==> config.mk <==
export PLATFORM = sky130hd
export DESIGN_NAME = lyrics3v2_field_extractor_core
export DESIGN_NICKNAME = d
export VERILOG_FILES = /design/src/rtl/lyr3_pkg.sv /design/src/rtl/lyrics3v2_field_extractor_core.sv
export SDC_FILE = /design/constraint.sdc
export NUM_CORES = 1
export LEC_CHECK = 0
export BUFFER_PORTS_ARGS = -buffer_cell sky130_fd_sc_hd__buf_2
export CORE_ASPECT_RATIO = 0.6
export CORE_UTILIZATION = 45
export CTS_BUF_LIST = sky130_fd_sc_hd__clkbuf_8
export DETAILED_ROUTE_END_ITERATION = 7
export PLACE_DENSITY = 0.68
export REMOVE_ABC_BUFFERS = 1
export SYNTH_ARGS = -nofsm -noshare
export SYNTH_HDL_FRONTEND = slang
export SYNTH_SLANG_ARGS = --single-unit
==> constraint.sdc <==
create_clock -name aclk -period 7.26 [get_ports aclk]
set_input_delay 0 -clock aclk [delete_from_list [all_inputs] [get_ports aclk]]
set_output_delay 0 -clock aclk [all_outputs]
set_load 0.05 [all_outputs]
==> src/rtl/lyr3_pkg.sv <==
// Shared types, constants and helpers for the Lyrics3v2 field extractor.
package lyr3_pkg;

    localparam int unsigned DEFAULT_MAX_TAG_BYTES = 1048576;

    localparam int DATA_W    = 8;
    localparam int TAG_LEN_W = 21;
    localparam int SIZE_W    = 17;
    localparam int FTAG_W    = 24;
    localparam int HIDX_W    = 4;
    localparam int DIDX_W    = 3;
    localparam int APB_DW    = 32;
    localparam int APB_AW    = 2;

    localparam logic [HIDX_W-1:0] HEADER_LEN   = HIDX_W'(11);
    localparam logic [DIDX_W-1:0] FID_CHARS    = DIDX_W'(3);
    localparam logic [DIDX_W-1:0] SIZE_CHARS   = DIDX_W'(5);
    localparam int unsigned       FIELD_HDR_MIN = 8;

    localparam logic [APB_AW-1:0] REG_PARSE_ENABLE = APB_AW'(0);

    localparam logic [FTAG_W-1:0] FID_ETT = 24'h455454;
    localparam logic [FTAG_W-1:0] FID_EAR = 24'h454152;
    localparam logic [FTAG_W-1:0] FID_EAL = 24'h45414C;

    localparam logic [DATA_W-1:0] CH_TAB   = 8'h09;
    localparam logic [DATA_W-1:0] CH_CR    = 8'h0D;
    localparam logic [DATA_W-1:0] CH_SPACE = 8'h20;
    localparam logic [DATA_W-1:0] CH_PLUS  = 8'h2B;
    localparam logic [DATA_W-1:0] CH_MINUS = 8'h2D;
    localparam logic [DATA_W-1:0] CH_ZERO  = 8'h30;
    localparam logic [DATA_W-1:0] CH_NINE  = 8'h39;

    localparam logic [1:0] KIND_TITLE  = 2'd0;
    localparam logic [1:0] KIND_ARTIST = 2'd1;
    localparam logic [1:0] KIND_ALBUM  = 2'd2;
    localparam logic [1:0] KIND_SKIP   = 2'd3;

    localparam logic [1:0] STAT_PENDING  = 2'd0;
    localparam logic [1:0] STAT_PARSING  = 2'd1;
    localparam logic [1:0] STAT_REJECTED = 2'd2;
    localparam logic [1:0] STAT_FINISHED = 2'd3;

    typedef enum logic [6:0] {
        PH_IDLE     = 7'b0000001,
        PH_HEADER   = 7'b0000010,
        PH_FID      = 7'b0000100,
        PH_SIZE     = 7'b0001000,
        PH_PAYLOAD  = 7'b0010000,
        PH_REJECTED = 7'b0100000,
        PH_FINISHED = 7'b1000000
    } phase_t;

    typedef enum logic [3:0] {
        NUM_SPACE = 4'b0001,
        NUM_POS   = 4'b0010,
        NUM_NEG   = 4'b0100,
        NUM_DONE  = 4'b1000
    } num_state_t;

    typedef struct packed {
        logic [DATA_W-1:0]    data_byte;
        logic                 start_of_tag;
        logic [TAG_LEN_W-1:0] tag_length;
    } lyr3_in_t;

    typedef struct packed {
        logic [DATA_W-1:0] char_out;
        logic              char_valid;
        logic [1:0]        field_code;
        logic              field_last;
        logic [1:0]        tag_status;
    } lyr3_out_t;

    // "LYRICSBEGIN"
    function automatic logic [DATA_W-1:0] header_char(input logic [HIDX_W-1:0] idx);
        logic [DATA_W-1:0] c;
        unique case (idx)
            4'd0:    c = 8'h4C;
            4'd1:    c = 8'h59;
            4'd2:    c = 8'h52;
            4'd3:    c = 8'h49;
            4'd4:    c = 8'h43;
            4'd5:    c = 8'h53;
            4'd6:    c = 8'h42;
            4'd7:    c = 8'h45;
            4'd8:    c = 8'h47;
            4'd9:    c = 8'h49;
            4'd10:   c = 8'h4E;
            default: c = 8'h00;
        endcase
        return c;
    endfunction

    function automatic logic is_space(input logic [DATA_W-1:0] b);
        return (b == CH_SPACE) || ((b >= CH_TAB) && (b <= CH_CR));
    endfunction

endpackage

==> src/rtl/lyrics3v2_field_extractor_core.sv <==
// Lyrics3v2 tag parser top level: byte-stream field extractor with APB control.
//
// Takes one tag byte per cycle and returns exactly one result transaction per
// byte: a title, artist or album character with its field code and last flag,
// plus the tag status after that byte. Throughput is one byte per cycle when
// the output is not stalled; each byte passes through a single stage of parser
// logic between the input handshake and the result register, so a result is
// registered in the cycle after its byte is taken. The input stays ready while
// the result register is empty or being drained. parse_enable sits at APB
// address 0 and should only be written while no transaction is in flight.
module lyrics3v2_field_extractor_core
    import lyr3_pkg::*;
#(
    parameter int unsigned MAX_TAG_BYTES = DEFAULT_MAX_TAG_BYTES
) (
    input  logic              aclk,
    input  logic              aresetn,

    input  logic              s_valid,
    output logic              s_ready,
    input  lyr3_in_t          s_data,

    output logic              m_valid,
    input  logic              m_ready,
    output lyr3_out_t         m_data,

    input  logic              psel,
    input  logic              penable,
    input  logic              pwrite,
    input  logic [APB_AW-1:0] paddr,
    input  logic [APB_DW-1:0] pwdata,
    output logic [APB_DW-1:0] prdata,
    output logic              pready
);

    localparam int BL_FULL = $clog2(MAX_TAG_BYTES + 1);
    localparam int BL_W    = (BL_FULL < TAG_LEN_W) ? BL_FULL : TAG_LEN_W;
    localparam int CMP_W   = (BL_W > SIZE_W) ? BL_W : SIZE_W;

    logic                 parse_enable_reg;
    phase_t               phase_reg,        phase_next;
    logic [HIDX_W-1:0]    header_index_reg, header_index_next;
    logic [BL_W-1:0]      bytes_left_reg,   bytes_left_next;
    logic [FTAG_W-1:0]    field_tag_reg,    field_tag_next;
    logic [SIZE_W-1:0]    size_value_reg,   size_value_next;
    logic [DIDX_W-1:0]    digit_index_reg,  digit_index_next;
    num_state_t           num_state_reg,    num_state_next;
    logic [SIZE_W-1:0]    payload_left_reg, payload_left_next;
    logic [1:0]           field_kind_reg,   field_kind_next;
    logic                 size_over_reg,    size_over_next;

    logic                 m_valid_reg;
    lyr3_out_t            m_data_reg,       m_data_next;

    logic                 in_accept;
    logic [BL_W-1:0]      len_clamped;

    assign s_ready   = !m_valid_reg || m_ready;
    assign in_accept = s_valid && s_ready;
    assign m_valid   = m_valid_reg;
    assign m_data    = m_data_reg;

    assign pready = 1'b1;
    assign prdata = {{(APB_DW-1){1'b0}}, parse_enable_reg};

    assign len_clamped = ({11'd0, s_data.tag_length} > 32'(MAX_TAG_BYTES))
                       ? BL_W'(MAX_TAG_BYTES) : BL_W'(s_data.tag_length);

    always_comb begin
        logic [DATA_W-1:0] b;
        logic              digit;
        logic [3:0]        dval;
        logic [BL_W-1:0]   bl_dec;

        b     = s_data.data_byte;
        digit = (b >= CH_ZERO) && (b <= CH_NINE);
        dval  = b[3:0];

        phase_next        = phase_reg;
        header_index_next = header_index_reg;
        bytes_left_next   = bytes_left_reg;
        field_tag_next    = field_tag_reg;
        size_value_next   = size_value_reg;
        digit_index_next  = digit_index_reg;
        num_state_next    = num_state_reg;
        payload_left_next = payload_left_reg;
        field_kind_next   = field_kind_reg;
        size_over_next    = size_over_reg;

        m_data_next = '0;

        if (s_data.start_of_tag) begin
            bytes_left_next   = len_clamped;
            header_index_next = '0;
            field_tag_next    = '0;
            size_value_next   = '0;
            digit_index_next  = '0;
            num_state_next    = NUM_SPACE;
            payload_left_next = '0;
            field_kind_next   = KIND_SKIP;
            size_over_next    = 1'b0;
            phase_next = (!parse_enable_reg || (len_clamped < BL_W'(HEADER_LEN)))
                       ? PH_REJECTED : PH_HEADER;
        end

        bl_dec = (bytes_left_next != '0) ? bytes_left_next - BL_W'(1) : bytes_left_next;

        unique case (phase_next)
            PH_HEADER: begin
                if ((header_index_next >= HEADER_LEN) ||
                    (b != header_char(header_index_next))) begin
                    phase_next = PH_REJECTED;
                end else begin
                    bytes_left_next   = bl_dec;
                    header_index_next = header_index_next + HIDX_W'(1);
                    if (header_index_next == HEADER_LEN) begin
                        phase_next = (bytes_left_next > BL_W'(FIELD_HDR_MIN))
                                   ? PH_FID : PH_FINISHED;
                        digit_index_next = '0;
                        field_tag_next   = '0;
                    end
                end
            end
            PH_FID: begin
                field_tag_next   = {field_tag_next[FTAG_W-DATA_W-1:0], b};
                bytes_left_next  = bl_dec;
                digit_index_next = digit_index_next + DIDX_W'(1);
                if (digit_index_next >= FID_CHARS) begin
                    phase_next       = PH_SIZE;
                    digit_index_next = '0;
                    num_state_next   = NUM_SPACE;
                    size_value_next  = '0;
                    size_over_next   = 1'b0;
                end
            end
            PH_SIZE: begin
                unique case (num_state_next)
                    NUM_SPACE: begin
                        priority if (is_space(b)) begin
                            num_state_next = NUM_SPACE;
                        end else if (b == CH_PLUS) begin
                            num_state_next = NUM_POS;
                        end else if (b == CH_MINUS) begin
                            num_state_next = NUM_NEG;
                        end else if (digit) begin
                            num_state_next  = NUM_POS;
                            size_value_next = SIZE_W'(dval);
                        end else begin
                            num_state_next = NUM_DONE;
                        end
                    end
                    NUM_POS, NUM_NEG: begin
                        if (digit) begin
                            size_value_next = (size_value_next << 3)
                                            + (size_value_next << 1) + SIZE_W'(dval);
                        end else begin
                            if ((num_state_next == NUM_NEG) && (size_value_next != '0))
                                size_over_next = 1'b1;
                            num_state_next = NUM_DONE;
                        end
                    end
                    default: begin
                    end
                endcase
                bytes_left_next  = bl_dec;
                digit_index_next = digit_index_next + DIDX_W'(1);
                if (digit_index_next >= SIZE_CHARS) begin
                    if ((num_state_next == NUM_NEG) && (size_value_next != '0))
                        size_over_next = 1'b1;
                    priority if (field_tag_next == FID_ETT) field_kind_next = KIND_TITLE;
                    else if (field_tag_next == FID_EAR) field_kind_next = KIND_ARTIST;
                    else if (field_tag_next == FID_EAL) field_kind_next = KIND_ALBUM;
                    else field_kind_next = KIND_SKIP;
                    priority if (size_over_next ||
                                 (CMP_W'(size_value_next) > CMP_W'(bytes_left_next))) begin
                        phase_next = PH_FINISHED;
                    end else if (size_value_next == '0) begin
                        phase_next = (bytes_left_next > BL_W'(FIELD_HDR_MIN))
                                   ? PH_FID : PH_FINISHED;
                        digit_index_next = '0;
                        field_tag_next   = '0;
                    end else begin
                        payload_left_next = size_value_next;
                        phase_next        = PH_PAYLOAD;
                    end
                end
            end
            PH_PAYLOAD: begin
                bytes_left_next = bl_dec;
                if (field_kind_next != KIND_SKIP) begin
                    m_data_next.char_out   = b;
                    m_data_next.char_valid = 1'b1;
                    m_data_next.field_code = field_kind_next;
                    m_data_next.field_last = (payload_left_next <= SIZE_W'(1));
                end
                if (payload_left_next != '0)
                    payload_left_next = payload_left_next - SIZE_W'(1);
                if (payload_left_next == '0) begin
                    phase_next = (bytes_left_next > BL_W'(FIELD_HDR_MIN))
                               ? PH_FID : PH_FINISHED;
                    digit_index_next = '0;
                    field_tag_next   = '0;
                end
            end
            default: begin
            end
        endcase

        unique case (phase_next)
            PH_FID, PH_SIZE, PH_PAYLOAD: m_data_next.tag_status = STAT_PARSING;
            PH_REJECTED:                 m_data_next.tag_status = STAT_REJECTED;
            PH_FINISHED:                 m_data_next.tag_status = STAT_FINISHED;
            default:                     m_data_next.tag_status = STAT_PENDING;
        endcase
    end

    always_ff @(posedge aclk) begin
        if (!aresetn) begin
            parse_enable_reg <= 1'b1;
        end else if (psel && penable && pwrite && (paddr == REG_PARSE_ENABLE)) begin
            parse_enable_reg <= pwdata[0];
        end
    end

    always_ff @(posedge aclk) begin
        if (!aresetn) begin
            phase_reg        <= PH_IDLE;
            header_index_reg <= '0;
            bytes_left_reg   <= '0;
            field_tag_reg    <= '0;
            size_value_reg   <= '0;
            digit_index_reg  <= '0;
            num_state_reg    <= NUM_SPACE;
            payload_left_reg <= '0;
            field_kind_reg   <= KIND_SKIP;
            size_over_reg    <= 1'b0;
        end else if (in_accept) begin
            phase_reg        <= phase_next;
            header_index_reg <= header_index_next;
            bytes_left_reg   <= bytes_left_next;
            field_tag_reg    <= field_tag_next;
            size_value_reg   <= size_value_next;
            digit_index_reg  <= digit_index_next;
            num_state_reg    <= num_state_next;
            payload_left_reg <= payload_left_next;
            field_kind_reg   <= field_kind_next;
            size_over_reg    <= size_over_next;
        end
    end

    always_ff @(posedge aclk) begin
        if (!aresetn) begin
            m_valid_reg <= 1'b0;
        end else if (in_accept) begin
            m_valid_reg <= 1'b1;
        end else if (m_ready) begin
            m_valid_reg <= 1'b0;
        end
    end

    always_ff @(posedge aclk) begin
        if (in_accept) begin
            m_data_reg <= m_data_next;
        end
    end

endmodule
* After elaboration in Yosys (flattened, before gate mapping)
Memories as Yosys holds them, arrays and structs flattened. Index checks and enable logic that the tools add are counted. Widths: inputs -> output; s select.
Cells by class: reductions and logical operators 27, add/subtract/negate cells 6, $lt $le $gt $ge 12, equal/unequal tests 22, mux-type cells 84
Operators with widths (count):
- $mux 17 | 14
- $mux 24 | 7
- $pmux 17 s2 | 3
- $pmux 24 s4 | 1
- $mux 21 | 4
- $eq 24x23->1 const B | 3
- $mux 7 | 9
- $reduce_bool 17->1 | 3
- $mux 4 | 12
- $pmux 21 s2 | 1
- $logic_not 17->1 | 2
- $pmux 7 s4 | 1
- $eq 8x6->1 const B | 3
- $mux 3 | 8
- $gt 17x21->1 | 1
- $gt 21x21->1 const B | 1
- $gt 21x4->1 const B | 1
- $lt 21x4->1 const B | 1
- $reduce_bool 21->1 | 1
- $sub 21x1->21 const B | 1
- $add 17x17->17 | 1
- $add 17x4->17 | 1
- $le 17x1->1 const B | 1
- $sub 17x1->17 const B | 1
- other kinds (37) | 70
Word-level totals: memories 1, input port bits 71, output and inout port bits 49, memory bits (read-only) 96, register bits 116
Memory list:
- (name not given) | depth 16, bits a word 6, rd ports 1, clocked after memory_dff 0, write ports 0, RTL line lyr3_pkg.sv:78 | unique case (idx)

* Longest topological paths before layout
depth after elaboration 20, gate-level depth with buffers 33

* Worst setup path before layout
No wires, ideal clock.
path kind in2reg, from input s_data[21] in the netlist's numbering, to register payload_left_reg[6], setup slack 522 ps, path buffers 10, stages 32, arrival 6581 ps, library setup time 157 ps, data required time 7103 ps, cell sequence buf_4 -> buf_4 -> buf_8 -> buf_6 -> buf_2 -> buf_2 -> clkbuf_1 -> clkbuf_1 -> buf_1 -> nor2b_1 -> ha_1 -> ha_1 -> fa_1 -> a211o_1 -> a211oi_1 -> nor2_1 -> a311o_1 -> a32oi_1 -> inv_1 -> ha_1 -> a21o_1 -> a21o_1 -> a211o_1 -> a21oi_1 -> nor3_1 -> a41oi_1 -> and2b_1 -> o211a_1 -> buf_2 -> mux2_2 -> a221oi_1 -> a21oi_1
On the way: word-level cells in the longest chain between the ends 16
Ends and longest elaborated chain:
- from (decl) | RTL line lyrics3v2_field_extractor_core.sv:21 | input lyr3_in_t s_data,
- parallel branches: the longest is 15 deep, another holds $gt 17x21->1
- $pmux 17 s2 (*) | RTL line lyrics3v2_field_extractor_core.sv:108 | unique case (phase_next)
- to (signal assigned) | RTL line lyrics3v2_field_extractor_core.sv:245 | payload_left_reg <= payload_left_next;
- to (decl) | RTL line lyrics3v2_field_extractor_core.sv:48 | logic [SIZE_W-1:0] payload_left_reg, payload_left_next;
Every way passes the cells marked *. The select of a mux whose other input is x is not followed. A chain may end at the register's enable or synchronous reset.

* Final worst setup path
from register size_value_reg[0], to register payload_left_reg[11]
On the way: word-level cells in the longest chain between the ends 16
Ends and longest elaborated chain:
- from (decl) | RTL line lyrics3v2_field_extractor_core.sv:45 | logic [SIZE_W-1:0] size_value_reg, size_value_next;
- from (signal assigned) | RTL line lyrics3v2_field_extractor_core.sv:242 | size_value_reg <= size_value_next;
- $mux 17 (*) | RTL line lyrics3v2_field_extractor_core.sv:92 | if (s_data.start_of_tag) begin
- parallel branches: the longest is 12 deep, another holds $gt 17x21->1
- $mux 17 (*) | RTL line lyrics3v2_field_extractor_core.sv:174 | priority if (size_over_next ||
- $mux 17 (*) | RTL line lyrics3v2_field_extractor_core.sv:167 | if (digit_index_next >= SIZE_CHARS) begin
- $pmux 17 s2 (*) | RTL line lyrics3v2_field_extractor_core.sv:108
Marked as above.

==> results_dict.tcl <==
set metrics [dict create \
    status "finished clean" \
    area_growth_pct 9.02 \
    crit_chain "nor2b_1 > xnor2_1 > ha_1 > fa_1 > a211o_1 > a211oi_1 > nor2_1 > a311o_1 > a32oi_1 > inv_1 > ha_1 > a21o_1 > a21o_1 > a211o_1 > a21oi_1 > nor3_1 > a41oi_1 > and2b_1 > o211a_1 > mux2_2 > a222oi_1 > nor2_1" \
    multi_input_area_sq_um 7120 \
    finalSetupViolCount 0 \
    dieArea_sq_um 23300 \
    worst_clock_skew_ns 0.0151 \
    yosysWarnings 0 \
    vias 10400 \
    grt_setup_unrepaired "no" \
    min_path_type "input port to register" \
    final_area_sq_um 11100 \
    fillers 2168 \
    slowest_delay_ns 0.62 \
    ys_seq_elements 116 \
    async_flop_share_pct 0 \
    antenna_found_initial 0 \
    synth_edf_count 14 \
    drt_iter0_drc 1266 \
    start_kind "register" \
    slowest_stage "o211a_1" \
    final-hold-violation-count 0 \
    clock_latency_ns 0.45 \
    grt_overflow 0 \
    crit_path_max_fanout 12 \
    num_rows 42 \
    post-place-ws_ns 0.767 \
    drc 0 \
    required_ns 7.59 \
    routedWlPerCell_microns 19.8 \
    power_switching_uw 665 \
    fin_crit_ns 6.77 \
    pwr-share-comb_pct 27.0 \
    core_area_sq_um 22100 \
    post-route-worst-setup-slack_ns 0.489 \
    gp_congestion 1.01 \
    cts_setup_buffers 0 \
    rr_worst_depth 22 \
    synth_flop_cell "dfxtp_1" \
    path_buf_inv 1 \
    grt_pass1_vias 8948 \
    hold_end "bytes_left_reg[19]" \
    largest_reg_flops 24 \
    cpLargestDelayFamily "compound AO/OA/AOI/OAI gates" \
    r2r_start "size_value_reg[0]" \
    initial_utilization_pct 46.1 \
    synth_cell_types 109 \
    period_share_pct 93.3 \
    ios 120 \
    p_int_uw 1170 \
    switching_share_pct 36.3 \
    hold_path_startpoint "s_data[17]" \
    ys_seq_area_share_pct 24.2 \
    max_slew_margin_pct 33.1 \
    wirelength_microns 32900 \
    ir_drop_mv 0.0844 \
    drive_above_1_share_pct 12.8 \
    grt_max_degree 94 \
    worst_slew_pin_slew_ns 1.00 \
    clk_pin_slew_ns 0.08 \
    grt_pass1_wl_microns 51700 \
    numPortBuffers 56 \
    cts_resized 0 \
    die_y_microns 119 \
    drv_slew 0 \
    power.leakage_uw 0.00448 \
    register_area_sq_um 2460 \
    p_per_area_nw_per_um2 165 \
    syn_area_per_cell_sq_um 7.81 \
    clockBufferDepth 2 \
    r2r_setup_slack_ns 0.49 \
    cp-end-kind "register" \
    r2r-end "payload_left_reg[11]" \
    fp.dieW_microns 196 \
    sequentialPowerShare_pct 37.4 \
    critPathKind "register to register" \
    cts_tree "built" \
    clock_power_share_pct 35.6 \
    cts_sinks 116 \
    drtAntennaViolNets 0 \
    cts_root_buf "clkbuf_8" \
    fin_tns_setup_ns 0 \
    min_path_cells 6 \
    dpl.hpwl_microns 23900 \
    dpl-instance-area_sq_um 10600 \
    vias_per_cell 6.29 \
    cts_made_buffers 17 \
    syn_inst 1305 \
    syn_area_sq_um 10200 \
    max_cap_viol_count 0 \
    h-tree-depth 4 \
    grt_usage_pct 28.2 \
    layout.nets 1469 \
    crit_arrival_ns 7.11 \
    dr.pass1.iters 6 \
    max_freq_ghz 0.148 \
]
==> cells by family (layout without fill, tap and decap cells) <==
family          after synthesis  in the layout  share of synthesized area, %
simple gates                524            524                          27.1
buf+inv                     141            158                          7.18
compound gates              397            397                          28.2
other cells                   2             33                        0.0737
fa+ha+maj                    59             59                          7.32
mux                          19             19                          1.99
flops                       116            116                          24.2
xor+xnor                     47             47                          4.04
==> synthesized netlist by cell type, types with 7 or more instances <==
cell       instances  area (sq um)
a211oi_1          14           105
a21o_1            15           113
a21oi_1           73           365
a221oi_1           7          61.3
a22o_1            29           254
a22oi_1           29           218
a31oi_1           19           119
and2_1            19           119
and3_1            11          68.8
buf_2              9          45.0
buf_4             40           300
clkbuf_1          48           180
dfxtp_1          102          2040
edfxtp_1          14           420
ha_1              58           726
inv_1             34           128
mux2_2            10           113
mux2i_1            9          90.1
nand2_1          129           484
nand2b_1          13          81.3
nand3_1           24           120
nand4_1           13          81.3
nor2_1           134           503
nor2b_1           28           175
nor3_1            40           200
nor4_1            24           150
nor4b_1           12           105
o211ai_1           7          52.6
o21a_1            15           113
o21ai_0           62           310
o22ai_1           11          68.8
o2bb2ai_1         16           140
or2_2              8          50.1
or3_1              8          50.1
or4_1              8          60.1
xnor2_1           34           298
xor2_1            13           114
==> layer usage <==
layer	global-route usage, %	share of wire, %
met1	45.5	49
met4	5.52	1.1
met3	8.70	12
met5	3.05	0.28
met2	34.3	37
==> stage by stage <==
step / hold WS, ns / utilization (%) / instances / power [uW]
2_1_floorplan: 0.0619 / - / 1229 / 1030
3_3_place_gp: 0.223 / 47.7 / 1614 / 1170
3_5_place_dp: 0.222 / 47.7 / 1614 / 1170
4_1_cts: 0.0362 / 50.2 / 1660 / 1820
5_1_grt: 0.0935 / 50.2 / 1660 / 1910
6_report: 0.0681 / 50.2 / 1661 / 1830
==> power by group through the flow <==
| stage | sequential, uW | combinational (uW) | clock [uW] |
|---|---|---|---|
| 2_1_floorplan | 710 | 321 | 0 |
| 3_3_place_gp | 699 | 470 | 0 |
| 3_5_place_dp | 699 | 472 | 0 |
| 4_1_cts | 684 | 480 | 661 |
| 5_1_grt | 687 | 534 | 690 |
| 6_report | 686 | 495 | 652 |
==> cell usage in the layout (no fill, tap or decap), types with 33 or more instances in the layout <==
master,instances
xnor2_1,34
a21oi_1,73
buf_2,55
ha_1,58
dfxtp_1,102
o21ai_0,62
nand2_1,129
nor3_1,39
inv_1,33
nor2_1,134
==> final cells by class <==
class | instances | share of cell area [%]
antenna | 1 | 0.0225
clock buffer | 17 | 2.11
clock inverter | 15 | 1.63
inverter | 35 | 1.18
multi-input combinational | 1078 | 64.1
sequential | 116 | 22.2
tap | 308 | 3.47
timing repair buffer | 91 | 5.34
==> worst max path at each step <==
stage	from	end	depth (start not counted)
floorplan	size_value_reg[0]	payload_left_reg[6]	22
global placement	size_value_reg[0]	payload_left_reg[6]	22
detailed placement	size_value_reg[0]	payload_left_reg[6]	22
CTS	size_value_reg[0]	payload_left_reg[6]	22
global route	size_value_reg[0]	payload_left_reg[6]	22
finish	size_value_reg[0]	payload_left_reg[11]	22
==> timing repair <==
| item | in CTS | in global routing |
|---|---|---|
| endpoints found under the setup margin | 0 | 0 |
| hold endpoints to repair | 19 | 0 |
| hold buffers | 14 | 0 |
==> worst min-delay path, delay by kind of cell <==
kind | cells | cell delay (ns)
AND/OR/NAND/NOR | 1 | 0.06
XOR/XNOR | 1 | 0.08
buffers and inverters | 1 | 0.10
AO/OA/AOI/OAI | 3 | 0.23
Note: power is estimated with default switching activity, not from simulation.
